--- src/hw/rtl/fact_pkg.sv ---
// ----------------------------------------------------------------------------
// fact_pkg
// Types, register codes and dither tables for the fragment alpha/coverage test.
// ----------------------------------------------------------------------------
`default_nettype none

package fact_pkg;

   localparam int unsigned CSR_ADDR_W = 5;
   localparam int unsigned CSR_DATA_W = 32;

   localparam logic [7:0] ALPHA_MAX     = 8'hff;
   localparam logic [3:0] ROUND_HALF    = 4'd4;
   localparam logic [1:0] DITHER_MATRIX = 2'd0;
   localparam logic [1:0] DITHER_INV    = 2'd1;
   localparam logic [1:0] DITHER_NOISE  = 2'd2;
   localparam logic [1:0] DITHER_OFF    = 2'd3;

   typedef enum logic [2:0] {
      REG_COV_TIMES_ALPHA = 3'd0,
      REG_ALPHA_FROM_COV  = 3'd1,
      REG_ANTIALIAS_ON    = 3'd2,
      REG_ALPHA_DITHER    = 3'd3,
      REG_RGB_DITHER      = 3'd4,
      REG_ALPHA_CMP_ON    = 3'd5,
      REG_CMP_USES_NOISE  = 3'd6,
      REG_BLEND_ALPHA     = 3'd7
   } fact_reg_type;

   typedef struct packed {
      logic       coverage_times_alpha;
      logic       alpha_from_coverage;
      logic       antialias_on;
      logic [1:0] alpha_dither_mode;
      logic [1:0] rgb_dither_mode;
      logic       alpha_compare_on;
      logic       compare_uses_noise;
      logic [7:0] blend_alpha;
   } fact_cfg_type;

   typedef struct packed {
      logic [7:0] color_alpha;
      logic [3:0] coverage_in;
      logic       lane_active;
      logic [1:0] x_phase;
      logic [1:0] y_phase;
      logic [7:0] pixel_noise;
   } fact_pixel_type;

   typedef struct packed {
      logic [7:0] alpha_out;
      logic [3:0] coverage_out;
      logic       accepted;
   } fact_result_type;

   // 4x4 magic square, row = y phase
   function automatic logic [2:0] magic_entry(input logic [3:0] idx);
      logic [2:0] d;
      case (idx)
         4'd0:  d = 3'd0;
         4'd1:  d = 3'd6;
         4'd2:  d = 3'd1;
         4'd3:  d = 3'd7;
         4'd4:  d = 3'd4;
         4'd5:  d = 3'd2;
         4'd6:  d = 3'd5;
         4'd7:  d = 3'd3;
         4'd8:  d = 3'd3;
         4'd9:  d = 3'd5;
         4'd10: d = 3'd2;
         4'd11: d = 3'd4;
         4'd12: d = 3'd7;
         4'd13: d = 3'd1;
         4'd14: d = 3'd6;
         4'd15: d = 3'd0;
         default: d = 3'd0;
      endcase
      return d;
   endfunction

   function automatic logic [2:0] bayer_entry(input logic [3:0] idx);
      logic [2:0] d;
      case (idx)
         4'd0:  d = 3'd0;
         4'd1:  d = 3'd4;
         4'd2:  d = 3'd1;
         4'd3:  d = 3'd5;
         4'd4:  d = 3'd4;
         4'd5:  d = 3'd0;
         4'd6:  d = 3'd5;
         4'd7:  d = 3'd1;
         4'd8:  d = 3'd3;
         4'd9:  d = 3'd7;
         4'd10: d = 3'd2;
         4'd11: d = 3'd6;
         4'd12: d = 3'd7;
         4'd13: d = 3'd3;
         4'd14: d = 3'd6;
         4'd15: d = 3'd2;
         default: d = 3'd0;
      endcase
      return d;
   endfunction

endpackage

`default_nettype wire

--- src/hw/rtl/fact_calc.sv ---
// ----------------------------------------------------------------------------
// fact_calc
// Coverage scaling, alpha select/dither and alpha compare for one pixel.
// ----------------------------------------------------------------------------
`default_nettype none

module fact_calc (
   input  wire fact_pkg::fact_cfg_type    cfg,
   input  wire fact_pkg::fact_pixel_type  pix,
   output fact_pkg::fact_result_type      res
);

   logic [11:0] scaled_full;
   logic [8:0]  scaled;
   logic [3:0]  cov_scaled;
   logic [8:0]  alpha_base;
   logic [3:0]  cov_base;
   logic        aa_reject;
   logic [2:0]  mat_d;
   logic [2:0]  dith;
   logic [9:0]  alpha_sel;
   logic [9:0]  alpha_dith;
   logic [9:0]  alpha_fin;
   logic [7:0]  thr;
   logic        cmp_fail;
   logic [3:0]  tab_idx;

   // alpha * coverage / 8 with rounding, up to nine bits for coverage over eight
   assign scaled_full = 12'(pix.color_alpha) * 12'(pix.coverage_in) + 12'(fact_pkg::ROUND_HALF);
   assign scaled      = scaled_full[11:3];
   assign cov_scaled  = scaled[8:5];

   assign alpha_base = cfg.coverage_times_alpha ? scaled : {1'b0, pix.color_alpha};
   assign cov_base   = cfg.coverage_times_alpha ? cov_scaled : pix.coverage_in;
   assign aa_reject  = cfg.coverage_times_alpha & cfg.antialias_on & (cov_scaled == 4'd0);

   assign tab_idx = {pix.y_phase, pix.x_phase};
   assign mat_d   = cfg.rgb_dither_mode[0] ? fact_pkg::bayer_entry(tab_idx)
                                           : fact_pkg::magic_entry(tab_idx);

   always_comb begin
      case (cfg.alpha_dither_mode)
         fact_pkg::DITHER_MATRIX: dith = mat_d;
         fact_pkg::DITHER_INV:    dith = ~mat_d;
         fact_pkg::DITHER_NOISE:  dith = pix.pixel_noise[2:0];
         default:                 dith = 3'd0;
      endcase
   end

   assign alpha_dith = {1'b0, alpha_base} + 10'(dith);

   always_comb begin
      if (cfg.alpha_from_coverage) begin
         if (cfg.coverage_times_alpha) begin
            alpha_sel = {1'b0, alpha_base};
         end else begin
            alpha_sel = {1'b0, pix.coverage_in, 5'd0};
         end
         if (alpha_sel > 10'(fact_pkg::ALPHA_MAX)) begin
            alpha_sel = 10'(fact_pkg::ALPHA_MAX);
         end
      end else if (cfg.alpha_dither_mode != fact_pkg::DITHER_OFF) begin
         alpha_sel = alpha_dith;
         if (alpha_sel > 10'(fact_pkg::ALPHA_MAX)) begin
            alpha_sel = 10'(fact_pkg::ALPHA_MAX);
         end
      end else begin
         // may stay above 255 here; compare sees the full value
         alpha_sel = {1'b0, alpha_base};
      end
   end

   assign thr      = cfg.compare_uses_noise ? pix.pixel_noise : cfg.blend_alpha;
   assign cmp_fail = cfg.alpha_compare_on & (alpha_sel < 10'(thr));

   always_comb begin
      if (!pix.lane_active) begin
         alpha_fin        = 10'(pix.color_alpha);
         res.coverage_out = pix.coverage_in;
         res.accepted     = 1'b0;
      end else if (aa_reject) begin
         alpha_fin        = {1'b0, alpha_base};
         res.coverage_out = cov_base;
         res.accepted     = 1'b0;
      end else begin
         alpha_fin        = alpha_sel;
         res.coverage_out = cov_base;
         res.accepted     = ~cmp_fail;
      end
      if (alpha_fin > 10'(fact_pkg::ALPHA_MAX)) begin
         res.alpha_out = fact_pkg::ALPHA_MAX;
      end else begin
         res.alpha_out = alpha_fin[7:0];
      end
   end

endmodule

`default_nettype wire

--- config.mk ---
export PLATFORM = sky130hd
export DESIGN_NAME = fact_calc
export DESIGN_NICKNAME = d
export VERILOG_FILES = /design/src/hw/rtl/fact_pkg.sv /design/src/hw/rtl/fact_calc.sv
export SDC_FILE = /design/constraint.sdc
export NUM_CORES = 1
export LEC_CHECK = 0
export ABC_CLOCK_PERIOD_IN_PS = 7800
export BUFFER_PORTS_ARGS = -buffer_cell sky130_fd_sc_hd__buf_2
export CORE_MARGIN = 2
export CORE_UTILIZATION = 58
export DETAILED_ROUTE_END_ITERATION = 7
export PLACE_DENSITY_LB_ADDON = 0.15
export SYNTH_ARGS = -nofsm -noshare
export SYNTH_HDL_FRONTEND = slang
export SYNTH_SLANG_ARGS = --single-unit
--- constraint.sdc ---
create_clock -name vclk -period 7.8
set_clock_uncertainty 0.1 [all_clocks]
set_input_delay 0.78 -clock vclk [all_inputs]
set_output_delay 0.78 -clock vclk [all_outputs]
set_load 0.01 [all_outputs]
* After elaboration in Yosys (flattened, before gate mapping)
Memories as Yosys holds them, arrays and structs flattened.
Index checks and enable logic that the tools add are counted.
** Word-level totals
- Register bits after elaboration :: 0
- ROM bits :: 96
- Output and inout bits :: 13
- Memories kept :: 2
** Cells by class
- Add/sub/neg operators :: 2
- Multiply operators :: 1
- Order comparisons :: 4
- Eq/ne operators :: 3
- Muxes and demuxes :: 16
- Bitwise operators :: 5
- Reduce and logical (&&, ||, !) cells :: 2
** Memory list
- (no name shown) :: words 16, bits a word 3, rd ports 1, clocked after Yosys merged registers in 0, wr ports 0, line fact_pkg.sv:59 : case (idx)
- (no name shown) :: words 16, bits a word 3, rd ports 1, clocked after Yosys merged registers in 0, wr ports 0, line fact_pkg.sv:83 : case (idx)
** Operator list (count)
- 10-bit 2-to-1 mux :: 7
- 10-bit by 8-bit greater-than comparator with 1-bit output, second input constant :: 3
- 9-bit 2-to-1 mux :: 2
- 8-bit 2-to-1 mux :: 2
- 12-bit by 3-bit adder with 12-bit output, second input constant :: 1
- 8-bit by 4-bit multiplier with 12-bit output :: 1
- 9-bit by 3-bit adder with 10-bit output :: 1
- 10-bit by 8-bit less-than comparator with 1-bit output :: 1
- 3-bit case mux with 3 select lines :: 1
- 5-bit 2-to-1 mux :: 1
- 4-bit zero test :: 1
- 4-bit 2-to-1 mux :: 1
- 1-bit AND :: 3
- 3-bit 2-to-1 mux :: 1
- 3-bit inverter :: 1
- 2-bit by 1-bit equality test with 1-bit output, second input constant :: 1
- 2-bit equality test, second input constant :: 1
- 2-bit zero test :: 1
- 2-bit inequality test, second input constant :: 1
- 1-bit 2-to-1 mux :: 1
- 1-bit inverter :: 1

* Logic depth before layout (Yosys ltp)
Gate-level depths: netlist (run 1).
An unclocked memory read counts as a cell.
- Word-level depth :: 14
- Gate-level depth with buffers :: 28
- Mapped depth without buffers :: 27

* Worst setup path before layout (run 1)
Ideal clock, no wire load.
- Path type :: input to output
- Start point :: input port pix[16] (netlist name)
- End point :: output port res[0] (netlist name)
- Arrival :: 6135 ps
- Data required time :: 6920 ps
- Setup slack :: 785 ps
- Stages on the path :: 28
- Path buffers :: 1
- Cell sequence :: clkbuf_1 -> nand2_1 -> fa_1 -> inv_1 -> fa_1 -> ha_1 -> ha_1 -> inv_1 -> fa_1 -> nand2b_1 -> nand3_1 -> o21ai_0 -> ha_1 -> a21oi_1 -> a31oi_1 -> and4bb_4 -> mux2i_4 -> a211oi_1 -> nor2_1 -> ha_1 -> a21o_1 -> a21o_1 -> a21oi_1 -> nor2b_1 -> o21ai_0 -> nand4b_1 -> nor3_1 -> a211oi_1
** RTL lines
- start, declared :: line fact_calc.sv:9 : input wire fact_pkg::fact_pixel_type pix,
- end, declared :: line fact_calc.sv:10 : output fact_pkg::fact_result_type res

==> results of run 1 <==
## kinds of logic after synthesis
| logic type | count (synthesis) | share of synthesized area |
|---|---|---|
| AND/OR/NAND/NOR | 121 | 0.2796 |
| AO/OA/AOI/OAI | 84 | 0.2736 |
| adder cells (fa/ha/maj) | 44 | 0.2856 |
| buffers and inverters | 26 | 0.04360 |
| multiplexers | 16 | 0.07575 |
| XOR/XNOR | 11 | 0.04196 |
## where the power goes
part / leakage [nW] / switching (mW) / internal, mW
Combinational: 1.27 / 0.187 / 0.146
Sequential: 0 / 0 / 0
Clock: 0 / 0 / 0
Total: 1.27 / 0.187 / 0.146
## layout make-up
cell class,instances,area [um2]
Tap cell,48,60.06
Inverter,13,48.80
Timing Repair Buffer,58,302.8
Multi-Input combinational cell,276,2220
Fill cell,355,1112
## layout by cell type (no fill, tap or decap), types with 3 or more instances in the layout
cell type  synthesis  final
a21o_1             6      6
o31a_1             4      4
nand3_1            5      5
and3_1             3      3
buf_2              2     53
mux2i_1           14     14
a21oi_1           16     15
a31oi_1            5      5
a21boi_2           3      3
o21ai_0           14     13
nand2b_1           8      7
nand4_1            3      3
nor3_1            10      9
and2_1            23     23
nor2_1            21     21
nor2b_1            4      4
xnor2_1            6      6
inv_1             13     13
a211oi_1           4      3
nand2_1           29     29
o211ai_1           4      4
or2_2              3      3
a21boi_0           3      3
buf_4              0      4
fa_1              14     14
xor2_1             5      5
ha_1              30     30
## per-stage QoR
stage / hold slack (ns) / TNS [ns] / power [mW]
6_report: 1.867 / 0 / 0.3329
5_1_grt: 1.913 / -0.03221 / 0.3720
4_1_cts: 1.867 / 0 / 0.3175
3_5_place_dp: 1.866 / 0 / 0.3151
3_3_place_gp: 1.858 / 0 / 0.3082
2_1_floorplan: 1.588 / 0 / 0.2407
## critical path: cells and delay by family
family	cells	cell delay, ns
AOI/OAI and AO/OA	9	1.45
adders and majority gates	7	2.42
buffers and inverters	5	0.60
muxes	1	0.21
and+or+nand+nor	7	1.16
## final timing paths
kind	from	end	slack [ns]
setup / recovery	pix[16]	res[0]	0.29
hold / removal	pix[17]	res[5]	1.87
## layer usage
layer / vias to the layer above / global-route usage
met3: 12 / 0.01520
met5: - / 0
met2: 102 / 0.4650
met4: 0 / 0.03571
met1: 1143 / 0.3772
li1: 1202 / -
## what timing repair did
item | 4_1_cts | 5_1_grt
setup endpoints to repair | 0 | 1
gates resized for setup | 0 | 7
buffers inserted | 0 | 4
==> metrics.csv, run 1 <==
metric,value,unit
Synth area leaders,"ha_1 (16%), fa_1 (12%), and2_1 (6.3%)",
CP most frequent cell,ha_1,
storage element area,0,um2
M1 WL,2749,um
cell area after layout,2631,um2
"area leader, netlist",ha_1,
Routed Antenna Nets,0,
Fmax,0.1332,GHz
drt pass-1 iters,5,
core box area,3744,um2
Die Footprint,4478,um2
1st-iter DRT viols,131,
Startpoint Class,primary input,
hold_buf cts,0,
Initial Util,0.6133,
delay of the slowest critical-path stage,0.54,ns
"Data arrival, critical path",6.63,ns
status,completed,
"critical path fanouts, max",11,
flip-flop and latch count,0,
kind of end point of the critical path,primary output,
Post-Layout Cell Count,395,
vias per inst,6.225,
Slew @ Worst Pin,0.9782,ns
synthesized instance count,302,
top post-synthesis cells by count,"ha_1 (30), nand2_1 (29), and2_1 (23)",
Leak Pwr,1.274,nW
placed wire-length estimate,4860,um
CP Class,primary input to primary output,
"Seq/Total Area, Yosys",0,
IO buf count,54,
slowest CP cell,fa_1,
antenna violations before repair,0,
Site Rows,22,
Final nets,435,
Worst Path Required,6.92,ns
Die Span Y,66.92,um
Yosys top cell area share,0.1635,
vias in the first global route,2173,
Met3 Wirelength,410,um
wire per inst,15.19,um
worst min-delay path category,primary input to primary output,
Met2 Routed Length,2774,um
Final Cycle Share,0.9628,
hold path depth,4,
VDD IR max,0.07123,mV
DR top layer,met4,
syn avg cell area,7.602,um2
total routed wirelength,6001,um
Pins Over Slew Limit,0,
cell with the most instances after synthesis,ha_1,
final hold violation count,0,
I/O pins,55,
synth warn,0,
final core utilization,0.7029,
Post-Place Cells,391,
P&R area growth vs syn,14.60,%
Max-cap violations,0,
Die W,66.92,um
pre-CTS WS,0.1900,ns
Final setup violation count,0,
global route overflow,0,
first-pass GRT wire length,9604,um
Residual DRC,0,
Netlist cell types,59,
CLK BUF,0,
worst setup margin,0.2903,ns
GRT Overall Usage,0.2697,
DP Area,2575,um2
Syn Nets,388,
Vias,2459,
Slew headroom,0.3450,
mapped cell area,2296,um2
layout cells sized above 1,0.2305,
GP Congestion,0.8912,
PD cells,126.5,nW/um2
Antenna Cells,0,
crit path time final,7.510,ns
largest net degree at the start of global routing,19,
(Power assumes the default switching activity.)
==> run 2: changes to the inputs <==
CAP_MARGIN = 20   (was not set)
CORE_UTILIZATION = 40   (was 58)
RECOVER_POWER = 100   (was not set)
==> metrics.csv, run 2 (synthesis gave the netlist of run 1 again) <==
metric,value,unit,change
core box area,5540,um2,+48%
GRT Overall Usage,0.2052,,-0.06440
hold_buf cts,0,,unchanged
kind of end point of the critical path,primary output,,
largest net degree at the start of global routing,19,,unchanged
CLK BUF,0,,unchanged
Final Cycle Share,0.9512,,-0.01155
"critical path fanouts, max",9,,-2
pre-CTS WS,0.1810,ns,-0.009017 ns
CP Class,primary input to primary output,,
final core utilization,0.4815,,-0.2214
total routed wirelength,6383,um,+6.4%
Initial Util,0.4144,,-0.1989
Slew @ Worst Pin,0.9897,ns,+0.01147 ns
Max-cap violations,0,,unchanged
Top Usage Layer GRT,met2,,
Slew headroom,0.3373,,-0.007683
first-pass GRT wire length,10740,um,+12%
"most common cell after layout, fill and taps aside",buf_2,,
GP Congestion,0.8976,,+0.72%
worst setup margin,0.3804,ns,+0.09011 ns
Residual DRC,0,,unchanged
delay of the slowest critical-path stage,0.53,ns,about the same
worst min-delay path category,primary input to primary output,,
M3 GR Usage,0.007919,,-0.007284
most frequent cells in the layout,"buf_2 (47), ha_1 (30), nand2_1 (29)",,
Vias,2353,,-4.3%
status,completed,,
Die Span Y,79.76,um,+19%
PD cells,124.9,nW/um2,-1.3%
drt pass-1 iters,4,,-1
I/O pins,55,,unchanged
layout cells sized above 1,0.2155,,-0.01503
CP most frequent cell,ha_1,,
1st-iter DRT viols,133,,+1.5%
"Data arrival, critical path",6.54,ns,-0.09 ns
final hold slack,1.856,ns,-0.01147 ns
vias in the first global route,2244,,+3.3%
Fmax,0.1348,GHz,+1.2%
crit path time final,7.420,ns,-0.09011 ns
met1 Resource Use GR,0.3052,,-0.07201
vias per inst,5.602,,-10%
Routed Antenna Nets,0,,unchanged
Startpoint Class,primary input,,
Final setup violation count,0,,unchanged
"CP delay by family, top",adder cells,,
Worst Hold Launch,pix[17],,
final hold violation count,0,,unchanged
flip-flop and latch count,0,,unchanged
grt met2 use,0.3328,,-0.1322
global route overflow,0,,unchanged
VDD IR max,0.04136,mV,-42%
storage element area,0,um2,unchanged
slowest CP cell,fa_1,,
P&R area growth vs syn,16.19,%,
Pins Over Slew Limit,0,,unchanged
wire per inst,15.20,um,about the same
Site Rows,27,,+23%
Critical Path Source,pix[16],,
Antenna Cells,0,,unchanged
Final nets,436,,+0.23%
antenna violations before repair,0,,unchanged
Worst Path Required,6.92,ns,about the same
Die Footprint,6362,um2,+42%
Die W,79.76,um,+19%
Critical path buffers and inverters,5,,unchanged
Leak Pwr,1.275,nW,about the same
IO buf count,54,,unchanged
placed wire-length estimate,5191,um,+6.8%
Setup TNS Final,0,ns,unchanged
-- run 2: what timing repair did --
item / CTS / global route
setup endpoints to repair: 0 / 1
gates resized for setup: 0 / 10
buffers inserted: 0 / 3
-- run 2: layer usage --
metal,vias up,part of all wire
met4,0,0.016
met3,9,0.026
met1,1093,0.51
met5,-,0
met2,47,0.45
li1,1204,-
-- run 2: final timing paths --
check / endpoint / slack (ns) / cells after the start
max: res[0] / 0.38 / 27
min: res[5] / 1.86 / 4
-- run 2: worst min-delay path: stages --
cell      delay, ns
buf_2          0.13
nor2_1         0.10
a31oi_1        0.05
clkbuf_1       0.12
-- run 2: area by class of cell --
| type | count | area [um2] |
|---|---|---|
| Tap cell | 72 | 90.09 |
| Fill cell | 585 | 2873 |
| Multi-Input combinational cell | 276 | 2222 |
| Timing Repair Buffer | 59 | 306.5 |
| Inverter | 13 | 48.80 |
-- run 2: where the power goes --
part	internal, mW	switching [mW]	leakage, nW	total, mW
Combinational	0.145	0.188	1.27	0.333
Sequential	0	0	0	0
Clock	0	0	0	0
Total	0.145	0.188	1.27	0.333
-- run 2: through the flow --
step / total power, mW / cell area, um2 / instances
after CTS: 0.3237 / 2620 / 417
after detailed placement: 0.3213 / 2620 / 417
after global routing: 0.3771 / 2668 / 420
final: 0.3331 / 2668 / 420
after global placement: 0.3186 / 2620 / 417
after floorplan: 0.2407 / 2296 / 302
==> run 3: changes to the inputs <==
==> constraint.sdc (replaced) <==
create_clock -name vclk -period 7.8
set_clock_uncertainty 0.1 [all_clocks]
set_input_delay 0.78 -clock vclk [all_inputs]
set_output_delay 0.78 -clock vclk [all_outputs]
set_load 0.005 [all_outputs]
==> metrics.csv, run 3 (synthesis gave the netlist of run 1 again) <==
metric,value,unit,change
status,completed,,
vias per inst,5.666,,+1.1%
Worst Hold Launch,pix[17],,
"CP delay by family, top",adder cells,,
Die Span Y,79.76,um,unchanged
storage element area,0,um2,unchanged
worst min-delay path category,primary input to primary output,,
most frequent cells in the layout,"buf_2 (51), ha_1 (30), nand2_1 (29)",,
DP Area,2620,um2,unchanged
hold_buf cts,0,,unchanged
"most common cell after layout, fill and taps aside",buf_2,,
Final setup violation count,0,,unchanged
vias in the first global route,2260,,+0.71%
P&R area growth vs syn,15.31,%,
final core utilization,0.4779,,-0.003613
VDD IR max,0.03898,mV,-5.7%
Fmax,0.1354,GHz,+0.47%
Worst Path Required,6.92,ns,about the same
layout cells sized above 1,0.2190,,+0.003503
CLK BUF,0,,unchanged
PD cells,121.5,nW/um2,-2.7%
flip-flop and latch count,0,,unchanged
Post-Layout Cell Count,419,,-0.24%
I/O pins,55,,unchanged
Fillers,597,,+2.1%
cell area after layout,2648,um2,-0.75%
CP Class,primary input to primary output,,
total routed wirelength,6269,um,-1.8%
slowest CP cell,fa_1,,
Hold Path Sink,res[5],,
"Data arrival, critical path",6.50,ns,-0.04 ns
Post-Place Cells,417,,unchanged
largest net degree at the start of global routing,19,,unchanged
Startpoint Class,primary input,,
RSZ-0062 raised after global routing,false,,
Slew @ Worst Pin,0.9529,ns,-0.03683 ns
first-pass GRT wire length,10830,um,+0.90%
final hold violation count,0,,unchanged
1st-iter DRT viols,124,,-6.8%
drt pass-1 iters,4,,unchanged
Vias,2374,,+0.89%
Critical path buffers and inverters,5,,unchanged
"critical path fanouts, max",9,,unchanged
core box area,5540,um2,unchanged
Slew headroom,0.3619,,+0.02466
Final Cycle Share,0.9468,,-0.004457
total chip power,0.3216,mW,-3.5%
global route overflow,0,,unchanged
GRT Overall Usage,0.2071,,+0.001843
Initial Util,0.4144,,unchanged
Die W,79.76,um,unchanged
Die Footprint,6362,um2,unchanged
antenna violations before repair,0,,unchanged
delay of the slowest critical-path stage,0.53,ns,about the same
CP most frequent cell,ha_1,,
crit path time final,7.385,ns,-0.03476 ns
Residual DRC,0,,unchanged
GP Congestion,0.8969,,about the same
wire per inst,14.96,um,-1.6%
Site Rows,27,,unchanged
Routed Antenna Nets,0,,unchanged
Leak Pwr,1.270,nW,-0.40%
Setup TNS Final,0,ns,unchanged
hold path depth,4,,unchanged
Pins Over Slew Limit,0,,unchanged
Final nets,435,,-0.23%
WP depth,29,,+7.4%
kind of end point of the critical path,primary output,,
Max-cap violations,0,,unchanged
placed wire-length estimate,5159,um,-0.61%
IO buf count,54,,unchanged
Antenna Cells,0,,unchanged
-- run 3: cell types whose count changed in the layout (fill, tap and decap cells not counted) --
cell	delta
clkbuf_1	-4
a41oi_1	+1
and2_1	-1
buf_2	+4
nor3_1	+1
buf_4	-1
nand2b_2	+1
and2_0	+1
a41oi_2	-1
nand2b_4	-1
nor3_2	-1
-- run 3: routing by layer --
layer	up-vias	global-route usage	part of all wire
li1	1206	-	-
met1	1108	0.3180	0.51
met2	54	0.3370	0.45
met3	6	0.001131	0.037
met4	0	0.01864	0.010
met5	-	0	0
-- run 3: worst max path at each step --
stage,to,slack [ns],from
final,res[0],0.42,pix[16]
after detailed placement,res[0],0.18,pix[16]
after floorplan,res[0],0.81,pix[16]
after global placement,res[0],0.26,pix[16]
after CTS,res[0],0.17,pix[16]
after global routing,res[0],0.04,pix[16]
-- run 3: what timing repair did --
item	4_1_cts	5_1_grt
setup buffers	0	2
endpoints found under the setup margin	0	1
gates resized for setup	0	7
hold endpoints to repair	0	0
-- run 3: cell type report --
| class | count | area (um2) | share of cell area |
|---|---|---|---|
| Multi-Input combinational cell | 276 | 2205 | 0.8327 |
| Inverter | 13 | 48.80 | 0.01843 |
| Timing Repair Buffer | 58 | 304.0 | 0.1148 |
| Tap cell | 72 | 90.09 | 0.03403 |
-- run 3: power by group --
| part | leakage, nW | switching [mW] | internal, mW |
|---|---|---|---|
| Combinational | 1.27 | 0.180 | 0.142 |
| Sequential | 0 | 0 | 0 |
| Clock | 0 | 0 | 0 |
| Total | 1.27 | 0.180 | 0.142 |
-- run 3: per-stage QoR --
stage | worst slack, ns | hold slack (ns)
floorplan | 0.8126 | 1.554
global placement | 0.2567 | 1.850
detailed placement | 0.1754 | 1.849
CTS | 0.1656 | 1.850
global route | 0.03865 | 1.898
finish | 0.4152 | 1.832
